File: src/hdl/assert_macros.svh
// Assertion macros shared by the tracker RTL.
`ifndef ASSERT_MACROS_SVH
`define ASSERT_MACROS_SVH

// Property checked at every rising edge outside reset.
`define ASSERT_AT(lbl, clk, rst, prop, msg) \
  lbl: assert property (@(posedge clk) disable iff (rst) (prop)) else $error(msg);

// Same-cycle implication.
`define ASSERT_IMP(lbl, clk, rst, ante, cons, msg) \
  `ASSERT_AT(lbl, clk, rst, (ante) |-> (cons), msg)

// Next-cycle implication.
`define ASSERT_NEXT(lbl, clk, rst, ante, cons, msg) \
  `ASSERT_AT(lbl, clk, rst, (ante) |=> (cons), msg)

`endif

File: src/hdl/prac_ram.sv
// Generic RAM: one write port, one read port with registered read data.
module prac_ram #(
  parameter int WIDTH = 16,
  parameter int DEPTH = 64
) (
  input  logic                                   clk,
  input  logic                                   we,
  input  logic [(DEPTH > 1 ? $clog2(DEPTH) : 1)-1:0] waddr,
  input  logic [WIDTH-1:0]                       wdata,
  input  logic                                   re,
  input  logic [(DEPTH > 1 ? $clog2(DEPTH) : 1)-1:0] raddr,
  output logic [WIDTH-1:0]                       rdata
);

  logic [WIDTH-1:0] mem [DEPTH];

  always_ff @(posedge clk) begin
    if (we) begin
      mem[waddr] <= wdata;
    end
    if (re) begin
      rdata <= mem[raddr];
    end
  end

endmodule

File: config.mk
export PLATFORM = sky130hd
export DESIGN_NAME = prac_ram
export DESIGN_NICKNAME = d
export VERILOG_FILES = /design/src/hdl/assert_macros.svh /design/src/hdl/prac_ram.sv
export SDC_FILE = /design/constraint.sdc
export NUM_CORES = 1
export LEC_CHECK = 0
export BUFFER_PORTS_ARGS = -buffer_cell sky130_fd_sc_hd__buf_4
export CAP_MARGIN = 15
export CORE_AREA = 2 2 276 333
export DETAILED_ROUTE_END_ITERATION = 10
export DIE_AREA = 0 0 278 335
export GPL_TIMING_DRIVEN = 0
export HOLD_SLACK_MARGIN = 0.1
export PLACE_DENSITY = 0.68
export REMOVE_ABC_BUFFERS = 1
export SYNTH_ARGS = -nofsm -noshare
export SYNTH_HDL_FRONTEND = slang
export SYNTH_SLANG_ARGS = --single-unit
File: constraint.sdc
create_clock -name clk -period 2.2 [get_ports clk]
set_input_delay 0.11 -clock clk [delete_from_list [all_inputs] [get_ports clk]]
set_output_delay 0.11 -clock clk [all_outputs]
set_load 0.01 [all_outputs]
==> metrics.txt <==
YS warnings 0; hold path endpoint mem[52][9]$_DFFE_PP_; Yosys top cell area share 0.777; first-pass GRT wire length 137,000 um; Setup Fix Bufs, Post-CTS 0; Syn Area/Cell between 20 and 25 um^2; Iteration-0 DRC Markers 2,166; initial antenna violation count 3; DP Cell Count roughly 3,000; final hold violation count 0; antenna viol nets, final 0; PwrDens 882 mW/mm^2; flops & latches, synth 1,040; post-route DRC violation count 0; clk_lat worst skew 0.69 ns; hold crit path type primary input to register; Die X 278 um; status completed; Placer Congestion 0.795; clock period minus worst slack 2.17 ns; GR Util All Layers 0.204; number of global-route vias before repair 19,200; Final Cycle Share 0.984; Worst EP required between 2 and 3 ns; Post-Synth XOR/XNOR Area 0; Synth area leader edfxtp_1; detailed-route wire length per cell 29.6 um; Hold Path Stages 3; R2R Setup Slk 0.03 ns; Worst Setup End Kind register; # port buffers 46; Fillers 6,731; top_reg_cell synth edfxtp_1; WP data arrival 2.55 ns; RSZ-0062 raised after global routing no; CTS Buf Count 96; Cell Count, Final, Fillers Out 3,217; Clk pin slew, worst setup/hold paths 0.07 ns; ys async rst share 0; IO Pins 47; FF-to-FF End rdata[3]$_DFFE_PP_; worst r2r path cells 5; Synth Area in Compound Gates 0.0240; Nets 1,995; clock skew 0.0381 ns; measured slew at the worst slew-check pin between 1 and 1.5 ns; sequential area share after synthesis 0.777; clk buf depth 3; core area 0.0901 mm^2; largest net degree at the start of global routing 95; die height 335 um; simple-gate share of the synthesized area 0.0264; Fmax 462 MHz; gr ovfl total 0; Hold Path Origin waddr[1]; cells taking the most area after synthesis edfxtp_1, mux4_2, mux2i_1; layout cells sized above 1 0.298; synthesized area about 0.040 mm^2; leakage power 14.6 nW; Synth Area in Adders 0; H-tree depth 3; CTS tree done; area grow syn2layout 15.8%; fin. max-slew vios 0; Vias/cell roughly 6; type of the worst setup path register to register; Pre-antenna DRT Iters 6; DR vias 19,300; post-route cell area 0.0466 mm^2; detailed placer's ending HPWL approximately 54,000 um; Worst Setup Start Kind register; Syn Inst Count 1,829; post-synthesis mux area share 0.155; max-cap violations 0; CP Max Fanout 1; initial core utilization 0.446; slew margin rel. 0.317; die area 0.0931 mm^2; FP Rows 121; VDD IR-drop max 0.659 mV; largest family of logic cells by synthesized area multiplexers; Routed Wire Length 95,300 um; Finish-stage setup viols 0; Unique masters post-synth 42; EDFF count, synth 1,040; most common cell after layout, fill and taps aside edfxtp_1; most frequent cells in the layout edfxtp_1, mux4_2, clkbuf_16, mux2i_1, nor2_2; dpl cell area 0.0425 mm^2; Root Driver clkbuf_16; clk sinks 1,040; R2R Path Start mem[7][3]$_DFFE_PP_
==> cell usage after synthesis (2+ instances only) <==
master and number:
buf_6 17, nor2_1 72, a311oi_1 8, mux2_2 27, buf_4 13, a21oi_1 17, nand4_1 12, nor2_2 2
edfxtp_1 1040, a211oi_1 8, mux4_2 220, nand2_1 59, a22o_1 6, nor2b_1 30, mux4_1 4, nor4_2 3
buf_2 36, and4_1 5, mux2i_1 85, buf_1 3, a221o_1 6, and2_1 2, a221oi_1 16, a22oi_1 39
o21ai_1 3, nand3_1 24, buf_12 5, clkbuf_2 2, a211o_1 8, nand3b_1 2, buf_8 3, a41oi_1 5
o21ai_0 5, nor3_1 2, clkbuf_1 24, nand2b_1 3, a31oi_1 8
==> repair_timing <==
item | 4_1_cts | 5_1_grt
gates cloned | 8 | 2
endpoints found under the hold margin | 1044 | 0
pin swaps | 5 | 1
setup endpoints to repair | 16 | 10
resized for setup | 53 | 5
hold buffers | 21 | 0
==> report_power, final <==
part | switching, mW | total (mW) | internal, mW
clock | 7.24 | 16.8 | 9.54
combinational | 1.40 | 2.27 | 0.867
sequential | 0.0582 | 22.0 | 22.0
==> sequential cells by signal (all words and copies together) (netlist names) <==
register	cells
rdata	16
mem	1024
==> metal layers <==
layer,routed length (um),share of wire,vias up,global-route usage
met2,47600,0.50,976,0.336
li1,-,-,7978,-
met5,27,0.00028,-,0
met4,3410,0.036,4,0.0814
met3,8250,0.087,166,0.0353
met1,36000,0.38,10200,0.271
==> worst max-delay path: stages (launching register included) <==
cell	delay [ns]
edfxtp_1	0.36
mux4_2	0.46
mux2i_1	0.31
a22oi_1	0.19
a31oi_2	0.39
a311oi_1	0.16
==> area by class of cell <==
| class | instances | area, um^2 | area share |
|---|---|---|---|
| Timing Repair Buffer | 141 | 1950 | 0.0419 |
| Clock inverter | 66 | 667 | 0.0143 |
| Sequential cell | 1040 | 31200 | 0.671 |
| Multi-Input combinational cell | 685 | 8750 | 0.188 |
| Clock buffer | 115 | 2490 | 0.0536 |
| Antenna cell | 2 | 5.00 | 0.000107 |
| Tap cell | 1168 | 1460 | 0.0314 |
==> cell families (layout without fill, tap and decap cells) <==
| kind of cell | Yosys count | count (layout) |
|---|---|---|
| buf+inv | 104 | 322 |
| other cells | 0 | 2 |
| mux | 336 | 336 |
| flops | 1040 | 1040 |
| simple gates | 220 | 220 |
| compound gates | 129 | 129 |
==> per-stage QoR <==
| step | util | hold WS, ns | power, mW | TNS (ns) | setup slack [ns] |
|---|---|---|---|---|---|
| finish | 0.517 | 0.147 | 41.1 | 0 | 0.0349 |
| global route | 0.517 | 0.196 | 42.1 | 0 | 0.00168 |
| CTS | 0.516 | 0.118 | 41.3 | -0.0404 | -0.0219 |
| detailed placement | 0.471 | 0.513 | 24.5 | -78.43 | -2.01 |
| global placement | 0.458 | 0.508 | 24.5 | -655.45 | -4.70 |
| floorplan | - | 0.209 | 23.3 | 0 | 0.208 |
==> worst max path at each step <==
stage	start	endpoint	cells after the start
global placement	raddr[0]	rdata[0]$_DFFE_PP_	5
global route	mem[2][11]$_DFFE_PP_	rdata[11]$_DFFE_PP_	5
CTS	mem[21][1]$_DFFE_PP_	rdata[1]$_DFFE_PP_	5
detailed placement	raddr[0]	rdata[4]$_DFFE_PP_	8
finish	mem[7][3]$_DFFE_PP_	rdata[3]$_DFFE_PP_	5
floorplan	we	mem[48][0]$_DFFE_PP_	3
(Power assumes the default switching activity.)
