**src/hdl/assert_macros.svh**
```systemverilog
// Assertion macros shared by the tracker RTL.
`ifndef ASSERT_MACROS_SVH
`define ASSERT_MACROS_SVH

// Property checked at every rising edge outside reset.
`define ASSERT_AT(lbl, clk, rst, prop, msg) \
  lbl: assert property (@(posedge clk) disable iff (rst) (prop)) else $error(msg);

// Same-cycle implication.
`define ASSERT_IMP(lbl, clk, rst, ante, cons, msg) \
  `ASSERT_AT(lbl, clk, rst, (ante) |-> (cons), msg)

// Next-cycle implication.
`define ASSERT_NEXT(lbl, clk, rst, ante, cons, msg) \
  `ASSERT_AT(lbl, clk, rst, (ante) |=> (cons), msg)

`endif

```
**src/hdl/prac_pkg.sv**
```systemverilog
// Shared types, constants and helpers of the row activation tracker.
package prac_pkg;

  localparam int TOTAL_ROWS_DEF       = 65536;
  localparam int ROWS_PER_REFRESH_DEF = 8;
  localparam int REFRESH_GROUPS_DEF   = 8192;
  localparam int COUNTER_WIDTH_DEF    = 16;

  localparam int MODE_W     = 2;
  localparam int ROW_W      = 16;
  localparam int OPEN_W     = 24;
  localparam int TH_W       = 16;
  localparam int RPM_W      = 14;
  localparam int CFG_IDX_W  = 3;
  localparam int CFG_DATA_W = 16;
  localparam int INC_W      = 5;

  localparam int CYCLES_PER_NS = 4;
  localparam int TON_SHORT_NS  = 180;
  localparam int TON_LONG_NS   = 360;
  localparam int CREDIT_SHORT  = 1;
  localparam int CREDIT_MID    = 2;
  localparam int CREDIT_LONG   = 20;
  localparam int ACT_CREDIT    = 1;

  localparam int NB_MIN_OFFSET = -2;
  localparam int NB_COUNT      = 4;
  localparam int NB_IDX_W      = 2;

  localparam logic [TH_W-1:0]  ALERT_TH_RST = TH_W'(64);
  localparam logic [TH_W-1:0]  ENTRY_TH_RST = TH_W'(32);
  localparam logic [RPM_W-1:0] RPM_RST      = RPM_W'(1);

  localparam logic [CFG_IDX_W-1:0] CFG_ALERT_TH   = CFG_IDX_W'(0);
  localparam logic [CFG_IDX_W-1:0] CFG_ENTRY_TH   = CFG_IDX_W'(1);
  localparam logic [CFG_IDX_W-1:0] CFG_EN_TRACKER = CFG_IDX_W'(2);
  localparam logic [CFG_IDX_W-1:0] CFG_EN_CREDIT  = CFG_IDX_W'(3);
  localparam logic [CFG_IDX_W-1:0] CFG_CLR_ON_REF = CFG_IDX_W'(4);
  localparam logic [CFG_IDX_W-1:0] CFG_REF_PER_MIT = CFG_IDX_W'(5);

  typedef enum logic [MODE_W-1:0] {
    MODE_ACT,
    MODE_PRE,
    MODE_REF,
    MODE_ALERT
  } mode_t;

  typedef enum logic [3:0] {
    ST_CLEAR,
    ST_IDLE,
    ST_UPD,
    ST_TRK,
    ST_REF_CLR,
    ST_REF_WAIT,
    ST_MIT_ZERO,
    ST_NB_RD,
    ST_NB_WR,
    ST_DONE
  } state_t;

  typedef struct packed {
    logic busy;
    logic zero;
  } rem_stat_t;

  // Precharge credit from open time.
  function automatic logic [INC_W-1:0] open_credit(input logic [OPEN_W-1:0] oc);
    logic [OPEN_W-1:0] ton;
    logic [INC_W-1:0]  inc;
    ton = oc >> $clog2(CYCLES_PER_NS);
    priority if (ton <= OPEN_W'(TON_SHORT_NS)) begin
      inc = INC_W'(CREDIT_SHORT);
    end else if (ton <= OPEN_W'(TON_LONG_NS)) begin
      inc = INC_W'(CREDIT_MID);
    end else begin
      inc = INC_W'(CREDIT_LONG);
    end
    return inc;
  endfunction

  // Neighbor distance by step: -2, -1, +1, +2.
  function automatic logic signed [2:0] nb_offset(input logic [NB_IDX_W-1:0] idx);
    logic signed [2:0] off;
    unique case (idx)
      2'd0:    off = 3'(NB_MIN_OFFSET);
      2'd1:    off = 3'(NB_MIN_OFFSET + 1);
      2'd2:    off = 3'(-(NB_MIN_OFFSET + 1));
      default: off = 3'(-NB_MIN_OFFSET);
    endcase
    return off;
  endfunction

endpackage

```
**src/hdl/prac_rem.sv**
```systemverilog
// Bit-serial remainder unit: one quotient bit per cycle.
`include "assert_macros.svh"

module prac_rem #(
  parameter int NW = 13,
  parameter int DW = 14
) (
  input  logic                clk,
  input  logic                rst,
  input  logic                start,
  input  logic [NW-1:0]       num,
  input  logic [DW-1:0]       den,
  output prac_pkg::rem_stat_t stat
);

  localparam int KW = $clog2(NW + 1);

  logic [KW-1:0] cnt;
  logic [NW-1:0] num_sh;
  logic [DW-1:0] rem;
  logic [DW:0]   trial;
  logic [DW:0]   diff;

  assign trial = {rem, num_sh[NW-1]};
  assign diff  = trial - {1'b0, den};

  always_ff @(posedge clk) begin
    if (rst) begin
      cnt <= '0;
    end else if (start) begin
      cnt <= KW'(NW);
    end else if (cnt != '0) begin
      cnt <= cnt - KW'(1);
    end
  end

  always_ff @(posedge clk) begin
    if (start) begin
      num_sh <= num;
      rem    <= '0;
    end else if (cnt != '0) begin
      num_sh <= num_sh << 1;
      rem    <= (trial >= {1'b0, den}) ? diff[DW-1:0] : trial[DW-1:0];
    end
  end

  assign stat.busy = (cnt != '0);
  assign stat.zero = (rem == '0);

  `ASSERT_NEXT(a_rem_busy_after_start, clk, rst, start, stat.busy, "remainder idle after start")

endmodule

```
**config.mk**
```make
export PLATFORM = sky130hd
export DESIGN_NAME = prac_rem
export DESIGN_NICKNAME = d
export VERILOG_FILES = /design/src/hdl/prac_pkg.sv /design/src/hdl/prac_rem.sv
export VERILOG_INCLUDE_DIRS = /design/src /design/src/hdl
export SDC_FILE = /design/constraint.sdc
export NUM_CORES = 1
export LEC_CHECK = 0
export ABC_AREA = 0
export BUFFER_PORTS_ARGS = -buffer_cell sky130_fd_sc_hd__buf_4
export CAP_MARGIN = 20
export CORE_MARGIN = 5
export CORE_UTILIZATION = 40
export DETAILED_ROUTE_END_ITERATION = 10
export PLACE_DENSITY = 0.69
export SYNTH_ARGS = -nofsm -noshare
export SYNTH_HDL_FRONTEND = slang
export SYNTH_SLANG_ARGS = --single-unit
```
**constraint.sdc**
```tcl
create_clock -name clk -period 6.1 [get_ports clk]
set_input_delay 0.61 -clock clk [delete_from_list [all_inputs] [get_ports clk]]
set_output_delay 0.61 -clock clk [all_outputs]
set_load 0.05 [all_outputs]
```
==> results of run 1 <==
==> worst min path at each step <==
stage | from | to | cells past startpoint
CTS | rst | cnt[2] | 2
floorplan | rem[5] | rem[6] | 2
detailed placement | rem[8] | rem[9] | 2
global route | rst | cnt[2] | 2
global placement | rem[7] | rem[7] | 2
finish | rst | cnt[2] | 2
==> layout make-up <==
type,count,area share (%)
Sequential cell,31,29.72
Tap cell,70,3.467
Inverter,21,3.120
Clock buffer,7,3.418
Multi-Input combinational cell,177,50.57
Clock inverter,1,0.1981
Timing Repair Buffer,32,9.510
==> cell families after synthesis <==
group                      after synthesis  synth area share, %
buffers and inverters                   29                5.811
DFF                                     31                34.86
xor gates and xnor gates                 7                2.847
adders and majority gates               16                9.646
and+or+nand+nor                         75                19.52
AOI/OAI and AO/OA                       65                20.10
muxes                                   14                7.205
==> metrics by stage <==
stage / utilization (%) / power (mW) / instances / setup slack [ns]
2_1_floorplan: - / 0.5607 / 237 / 3.133
3_3_place_gp: 47.07 / 0.6384 / 331 / 3.208
3_5_place_dp: 47.07 / 0.6442 / 331 / 3.137
4_1_cts: 48.84 / 0.8126 / 339 / 3.386
5_1_grt: 48.84 / 0.8725 / 339 / 3.193
6_report: 48.84 / 0.8062 / 339 / 3.382
==> metal layers <==
layer | wire length [µm] | share of wire, % | up-vias
met5 | 0 | 0 | -
met1 | 2273 | 48 | 821
met2 | 2117 | 45 | 37
li1 | - | - | 932
met4 | 80 | 1.7 | 0
met3 | 260 | 5.5 | 7
==> worst max-delay path, delay by kind of cell (launching register included) <==
kind / cells / cell delay (ns)
DFF: 1 / 0.39
xor gates and xnor gates: 1 / 0.13
buffers and inverters: 2 / 0.13
AOI/OAI and AO/OA: 5 / 1.32
adders and majority gates: 2 / 0.57
muxes: 1 / 0.09
==> state kept, by name (all words and copies together), names as in the netlist <==
name / flops
num_sh: 13
rem: 14
cnt: 4
==> placed cells by master, fill, tap and decap left out, types with 9 or more instances in the layout <==
cell | synthesis | layout
dfxtp_1 | 18 | 18
ha_1 | 15 | 15
mux2_2 | 12 | 12
a21oi_1 | 19 | 19
nand2_1 | 16 | 16
nor3_1 | 9 | 9
edfxtp_1 | 13 | 13
nor2_1 | 13 | 13
o21ai_0 | 13 | 13
buf_4 | 0 | 32
inv_1 | 21 | 21
==> power by group <==
group          internal [mW]  switching (mW)
combinational          0.155           0.198
clock                 0.0908          0.0742
sequential             0.257          0.0324
total                  0.502           0.304
==> flow_metrics.env, run 1 <==
export IMPL_status="finished clean"
export IMPL_fin_tns_setup_ns=0
export IMPL_dp_hpwl_mm=3.623
export IMPL_grt_pass1_vias=1676
export IMPL_synth_commonest_cells="21 x inv_1, 19 x a21oi_1, 18 x dfxtp_1"
export IMPL_synthDistinctLibCells=53
export IMPL_fillCellCount=491
export IMPL_ctsHtreeMaxLevel=2
export IMPL_vias_per_cell=5.301
export IMPL_finalHoldViolCount=0
export IMPL_fin_worst_skew_ns=0.002430
export IMPL_max_clock_path_buffers=2
export IMPL_multi_input_comb_area_um2=1277
export IMPL_synthToLayoutAreaGrowth_pct=17.32
export IMPL_yosys_area_top_type="edfxtp_1"
export IMPL_pin_count=32
export IMPL_num_rows=26
export IMPL_die_h_um=83.37
export IMPL_netlist_area_um2=2153
export IMPL_p_per_area_nw_per_um2=319.1
export IMPL_r2r_slack_ns=3.38
export IMPL_holdWs_ns=0.5100
export IMPL_syn_inst=237
export IMPL_yosysMostFrequentCell="inv_1"
export IMPL_core_area_um2=5172
export IMPL_maxSlewHeadroom_pct=59.19
export IMPL_fmax_ghz=0.3679
export IMPL_p_leak_nw=1.091
export IMPL_postSynthAreaPerCell_um2=9.086
export IMPL_crit_start="num_sh[12]"
export IMPL_antenna_left=0
export IMPL_start_util_pct=41.63
export IMPL_post_cts_buffers=0
export IMPL_grtUsageMet3_pct=4.950
export IMPL_wirelength_mm=4.731
export IMPL_gr_total_overflow=0
export IMPL_grt_use_total_pct=14.21
export IMPL_place_gp_congestion=0.8158
export IMPL_stdcell_area_um2=2526
export IMPL_use_met1_pct=19.30
export IMPL_crit_arrival_ns=2.91
export IMPL_synth_edf_count=13
export IMPL_drv_cap=0
export IMPL_diodes=0
export IMPL_timing_rr_end="rem[10]"
export IMPL_worst_path_largest_cell_delay_ns=0.41
export IMPL_grt_max_degree=26
export IMPL_cts_clk_slew_worst_paths_ns=0.06
export IMPL_firstDrtPassIters=4
export IMPL_crit_top_cell="inv_1"
export IMPL_drt_iter0_markers=60
export IMPL_antenna_found_initial=0
export IMPL_top_usage_layer="met2"
export IMPL_cpMaxStageDelayCell="fa_1"
export IMPL_endpoint="rem[10]"
export IMPL_yosys_top_cells_area="edfxtp_1 18%, dfxtp_1 17%, ha_1 8.7%"
export IMPL_gr_usage_met2_pct=20.63
export IMPL_placed_area_um2=2435
export IMPL_crit_fanout=3
export IMPL_fin_crit_sh_pct=44.56
export IMPL_synth_seq_cells=31
export IMPL_worst_ep_required_time_ns=6.29
export IMPL_die_x_um=83.37
export IMPL_cts_tree="built"
export IMPL_timing_rr_start="num_sh[12]"
export IMPL_start_kind="flop"
export IMPL_seq_area_um2=750.7
export IMPL_vdd_drop_max_v=0.0001290
export IMPL_drive_gt1_share_pct=23.42
export IMPL_path_cells="inv_1 > ha_1 > inv_1 > fa_1 > a211o_2 > a2111o_1 > a21o_1 > a21oi_1 > xnor2_1 > mux2i_1 > o31ai_1"
export IMPL_ys_seq_area_share_pct=34.86
export IMPL_clkSinkCount=31
export IMPL_setup_violations=0
export IMPL_cts_resized=0
export IMPL_grt_pass1_wl_mm=8.024
export IMPL_crit_type="flop to flop"
export IMPL_nNetsFinal=314
export IMPL_tightestPinTransition_ns=0.6069
export IMPL_rsz0062_at_grt="no"
export IMPL_synth_main_ff_cell="dfxtp_1"
export IMPL_syn_nets=283
export IMPL_cts_made_buffers=5
export IMPL_clk_latency_ns=0.28
export IMPL_reg2regPathDepth=11
export IMPL_report_final_slew_viol_count=0
export IMPL_async_reset_ff_share_pct=0
export IMPL_io_buffers=31
export IMPL_cts_root_buf="clkbuf_8"
export IMPL_ctsHoldBuffers=0
export IMPL_avgRoutedWirePerCell_um=13.96
export IMPL_cp_end_kind="flop"
export IMPL_period_needed_ns=2.718
export IMPL_synth_top_area_share_pct=18.13
export IMPL_vias=1797
export IMPL_ys_warnings_count=0
export IMPL_fp_dieArea_um2=6951
export IMPL_hold_path_class="input pin to flop"
export IMPL_drc=0
(Power assumes the default switching activity.)
==> run 2: changes to the inputs <==
--- a/config.mk
+++ b/config.mk
@@ -6,13 +6,13 @@
 export SDC_FILE = /design/constraint.sdc
 export NUM_CORES = 1
 export LEC_CHECK = 0
-export ABC_AREA = 0
+export ABC_AREA = 1
 export BUFFER_PORTS_ARGS = -buffer_cell sky130_fd_sc_hd__buf_4
 export CAP_MARGIN = 20
 export CORE_MARGIN = 5
 export CORE_UTILIZATION = 40
 export DETAILED_ROUTE_END_ITERATION = 10
-export PLACE_DENSITY = 0.69
+export PLACE_DENSITY = 0.71
 export SYNTH_ARGS = -nofsm -noshare
 export SYNTH_HDL_FRONTEND = slang
 export SYNTH_SLANG_ARGS = --single-unit
==> constraint.sdc (replaced) <==
create_clock -name clk -period 2.43 [get_ports clk]
set_input_delay 0.243 -clock clk [delete_from_list [all_inputs] [get_ports clk]]
set_output_delay 0.243 -clock clk [all_outputs]
set_load 0.05 [all_outputs]
==> run 2 against run 1 <==
Effect of this change: sequential power rose to 2.8 times the previous value; core utilization fell by 0.57 points; clock power rose to 3.0 times the previous value; power rose to 3.6 times the previous value.
==> flow_metrics.env, run 2 <==
export IMPL_worst_ep_required_time_ns=2.61
export IMPL_synth_edf_count=13
export IMPL_path_buf_inv=2
export IMPL_firstDrtPassIters=4
export IMPL_diodes=0
export IMPL_core_area_um2=5921
export IMPL_seq_area_um2=750.7
export IMPL_tightestPinTransition_ns=0.5059
export IMPL_cp_top_family="adder cells"
export IMPL_ctsHoldBuffers=0
export IMPL_reg_top3="rem x14, num_sh x13, cnt x4"
export IMPL_max_clock_path_buffers=2
export IMPL_reg2regPathDepth=11
export IMPL_setup_violations=0
export IMPL_crit_cells=11
export IMPL_cts_made_buffers=5
export IMPL_worst_path_largest_cell_delay_ns=0.44
export IMPL_maxSlewHeadroom_pct=66.07
export IMPL_grt_pass1_vias=2162
export IMPL_syn_nets=417
export IMPL_crit_arrival_ns=2.28
export IMPL_drc=0
export IMPL_cts_root_buf="clkbuf_8"
export IMPL_period_needed_ns=2.109
export IMPL_gr_total_overflow=0
export IMPL_wirelength_mm=5.965
export IMPL_crit_type="flop to flop"
export IMPL_whs_endpoint="cnt[3]"
export IMPL_holdWs_ns=0.1468
export IMPL_grt_max_degree=20
export IMPL_fin_worst_skew_ns=0.005913
export IMPL_syn_inst=371
export IMPL_p_per_area_nw_per_um2=1025
export IMPL_status="finished clean"
export IMPL_synthToLayoutAreaGrowth_pct=17.55
export IMPL_avgRoutedWirePerCell_um=12.38
export IMPL_finalNonFillerCells=482
export IMPL_antenna_found_initial=0
export IMPL_grt_pass1_wl_mm=9.977
export IMPL_async_reset_ff_share_pct=0
export IMPL_hold_depth=2
export IMPL_nNetsFinal=452
export IMPL_start_kind="flop"
export IMPL_synth_top_area_share_pct=20.38
export IMPL_layout_commonest_cell="nand2_1"
export IMPL_synth_commonest_cells="132 x nand2_1, 68 x inv_1, 30 x nor2_1"
export IMPL_largest_register_ffs=14
export IMPL_postSynthAreaPerCell_um2=6.553
export IMPL_cpMaxStageDelayCell="fa_1"
export IMPL_synth_seq_cells=31
export IMPL_fin_tns_setup_ns=0
export IMPL_cts_tree="built"
export IMPL_report_final_slew_viol_count=0
export IMPL_ys_seq_area_share_pct=30.88
export IMPL_post_cts_buffers=0
export IMPL_vdd_drop_max_v=0.0006925
export IMPL_cts_resized=0
export IMPL_worstHoldStart="rst"
export IMPL_vias_per_cell=4.857
export IMPL_die_h_um=87.96
export IMPL_drive_gt1_share_pct=13.76
export IMPL_r2r_slack_ns=0.32
export IMPL_rsz0062_at_grt="no"
export IMPL_io_buffers=31
export IMPL_drv_cap=0
export IMPL_hold_path_class="input pin to flop"
export IMPL_layout_common_cells="132 x nand2_1, 68 x inv_1, 34 x buf_4"
export IMPL_synthDistinctLibCells=36
export IMPL_timing_rr_start="num_sh[12]"
export IMPL_final_core_util_pct=48.27
export IMPL_ys_warnings_count=0
export IMPL_timing_rr_end="rem[6]"
export IMPL_drt_iter0_markers=175
export IMPL_cp_end_kind="flop"
export IMPL_synth_main_ff_cell="dfxtp_1"
export IMPL_fp_dieArea_um2=7737
export IMPL_cts_clk_slew_worst_paths_ns=0.07
export IMPL_clk_latency_ns=0.28
export IMPL_clkSinkCount=31
export IMPL_place_gp_congestion=0.9310
export IMPL_fillCellCount=619
export IMPL_ctsHtreeMaxLevel=2
export IMPL_crit_fanout=4
export IMPL_grt_use_total_pct=16.48
export IMPL_regMostFlops="rem"
export IMPL_start_util_pct=41.06
export IMPL_vias=2341
export IMPL_yosys_top_cells_area="nand2_1 20%, edfxtp_1 16%, dfxtp_1 15%"
export IMPL_finalHoldViolCount=0
export IMPL_dp_cells=474
export IMPL_path_cells="inv_1 > ha_1 > inv_1 > fa_1 > nand3_1 > nand3_1 > a21oi_1 > xor2_1 > nand2_1 > nand3_1 > nand2_1"
export IMPL_antenna_left=0
export IMPL_pin_count=32
export IMPL_netlist_area_um2=2431
export IMPL_p_leak_nw=1.567
export IMPL_yosysMostFrequentCell="nand2_1"
export IMPL_fin_crit_sh_pct=86.77
export IMPL_yosys_area_top_type="nand2_1"
export IMPL_num_rows=28
export IMPL_crit_top_cell="nand3_1"
export IMPL_fmax_ghz=0.4743
export IMPL_dp_hpwl_mm=4.645
export IMPL_die_x_um=87.96
export IMPL_multi_input_comb_area_um2=1393
==> run 2: cell count changes in the layout (fill, tap and decap cells not counted), moves of 5 or more <==
cell and change:
mux2_2 -12, inv_1 +47, o21ai_1 +5, nor3_1 -9, nand3_1 +20, nand2_1 +116, a21oi_1 -9, nand4_1 +8
o21ai_0 -6, nor2_1 +17
==> run 2: kinds of logic (layout without fill, tap and decap cells) <==
logic type / after synthesis / count (layout) / synth area share (%)
XOR/XNOR: 7 / 7 / 2.522
adder cells (fa/ha/maj): 16 / 16 / 8.544
AO/OA/AOI/OAI: 28 / 28 / 6.897
flip-flops: 31 / 31 / 30.88
AND/OR/NAND/NOR: 214 / 214 / 39.06
buffers and inverters: 75 / 111 / 12.09
==> run 2: routing by layer <==
metal | wire length, µm | global-route usage [%]
met3 | 287 | 2.916
met5 | 0 | 0
met1 | 2734 | 22.11
met4 | 146 | 5.718
met2 | 2796 | 26.64
==> run 2: cell type report <==
class,count,area share (%)
multi-input cells,265,48.73
flip-flops and latches,31,26.27
inverters,69,9.063
repair buffers,34,8.932
well taps,75,3.284
clock buffers,7,2.671
clock inverters,1,1.051
==> run 2: stage by stage <==
| stage | cell area (µm²) | setup slack, ns | total power [mW] |
|---|---|---|---|
| finish | 2858 | 0.3215 | 2.928 |
| global route | 2858 | 0.1352 | 3.197 |
| CTS | 2858 | 0.3367 | 2.923 |
| detailed placement | 2751 | 0.3579 | 2.417 |
| global placement | 2751 | 0.3605 | 2.391 |
| floorplan | 2437 | 0.5508 | 2.062 |
==> run 2: power by group <==
group	switching [mW]	internal (mW)	leakage [nW]
logic	1.03	0.589	1.23
clock network	0.194	0.307	0.0524
registers	0.126	0.684	0.289
total	1.35	1.58	1.57
==> run 2: worst max-delay path by stage <==
| stage | to | start | slack [ns] |
|---|---|---|---|
| after floorplan | stat[0] | rem[0] | 0.55 |
| after global placement | rem[6] | num_sh[12] | 0.36 |
| after detailed placement | rem[6] | num_sh[12] | 0.36 |
| after CTS | rem[6] | num_sh[12] | 0.34 |
| after global routing | rem[6] | num_sh[12] | 0.14 |
| final | rem[6] | num_sh[12] | 0.32 |
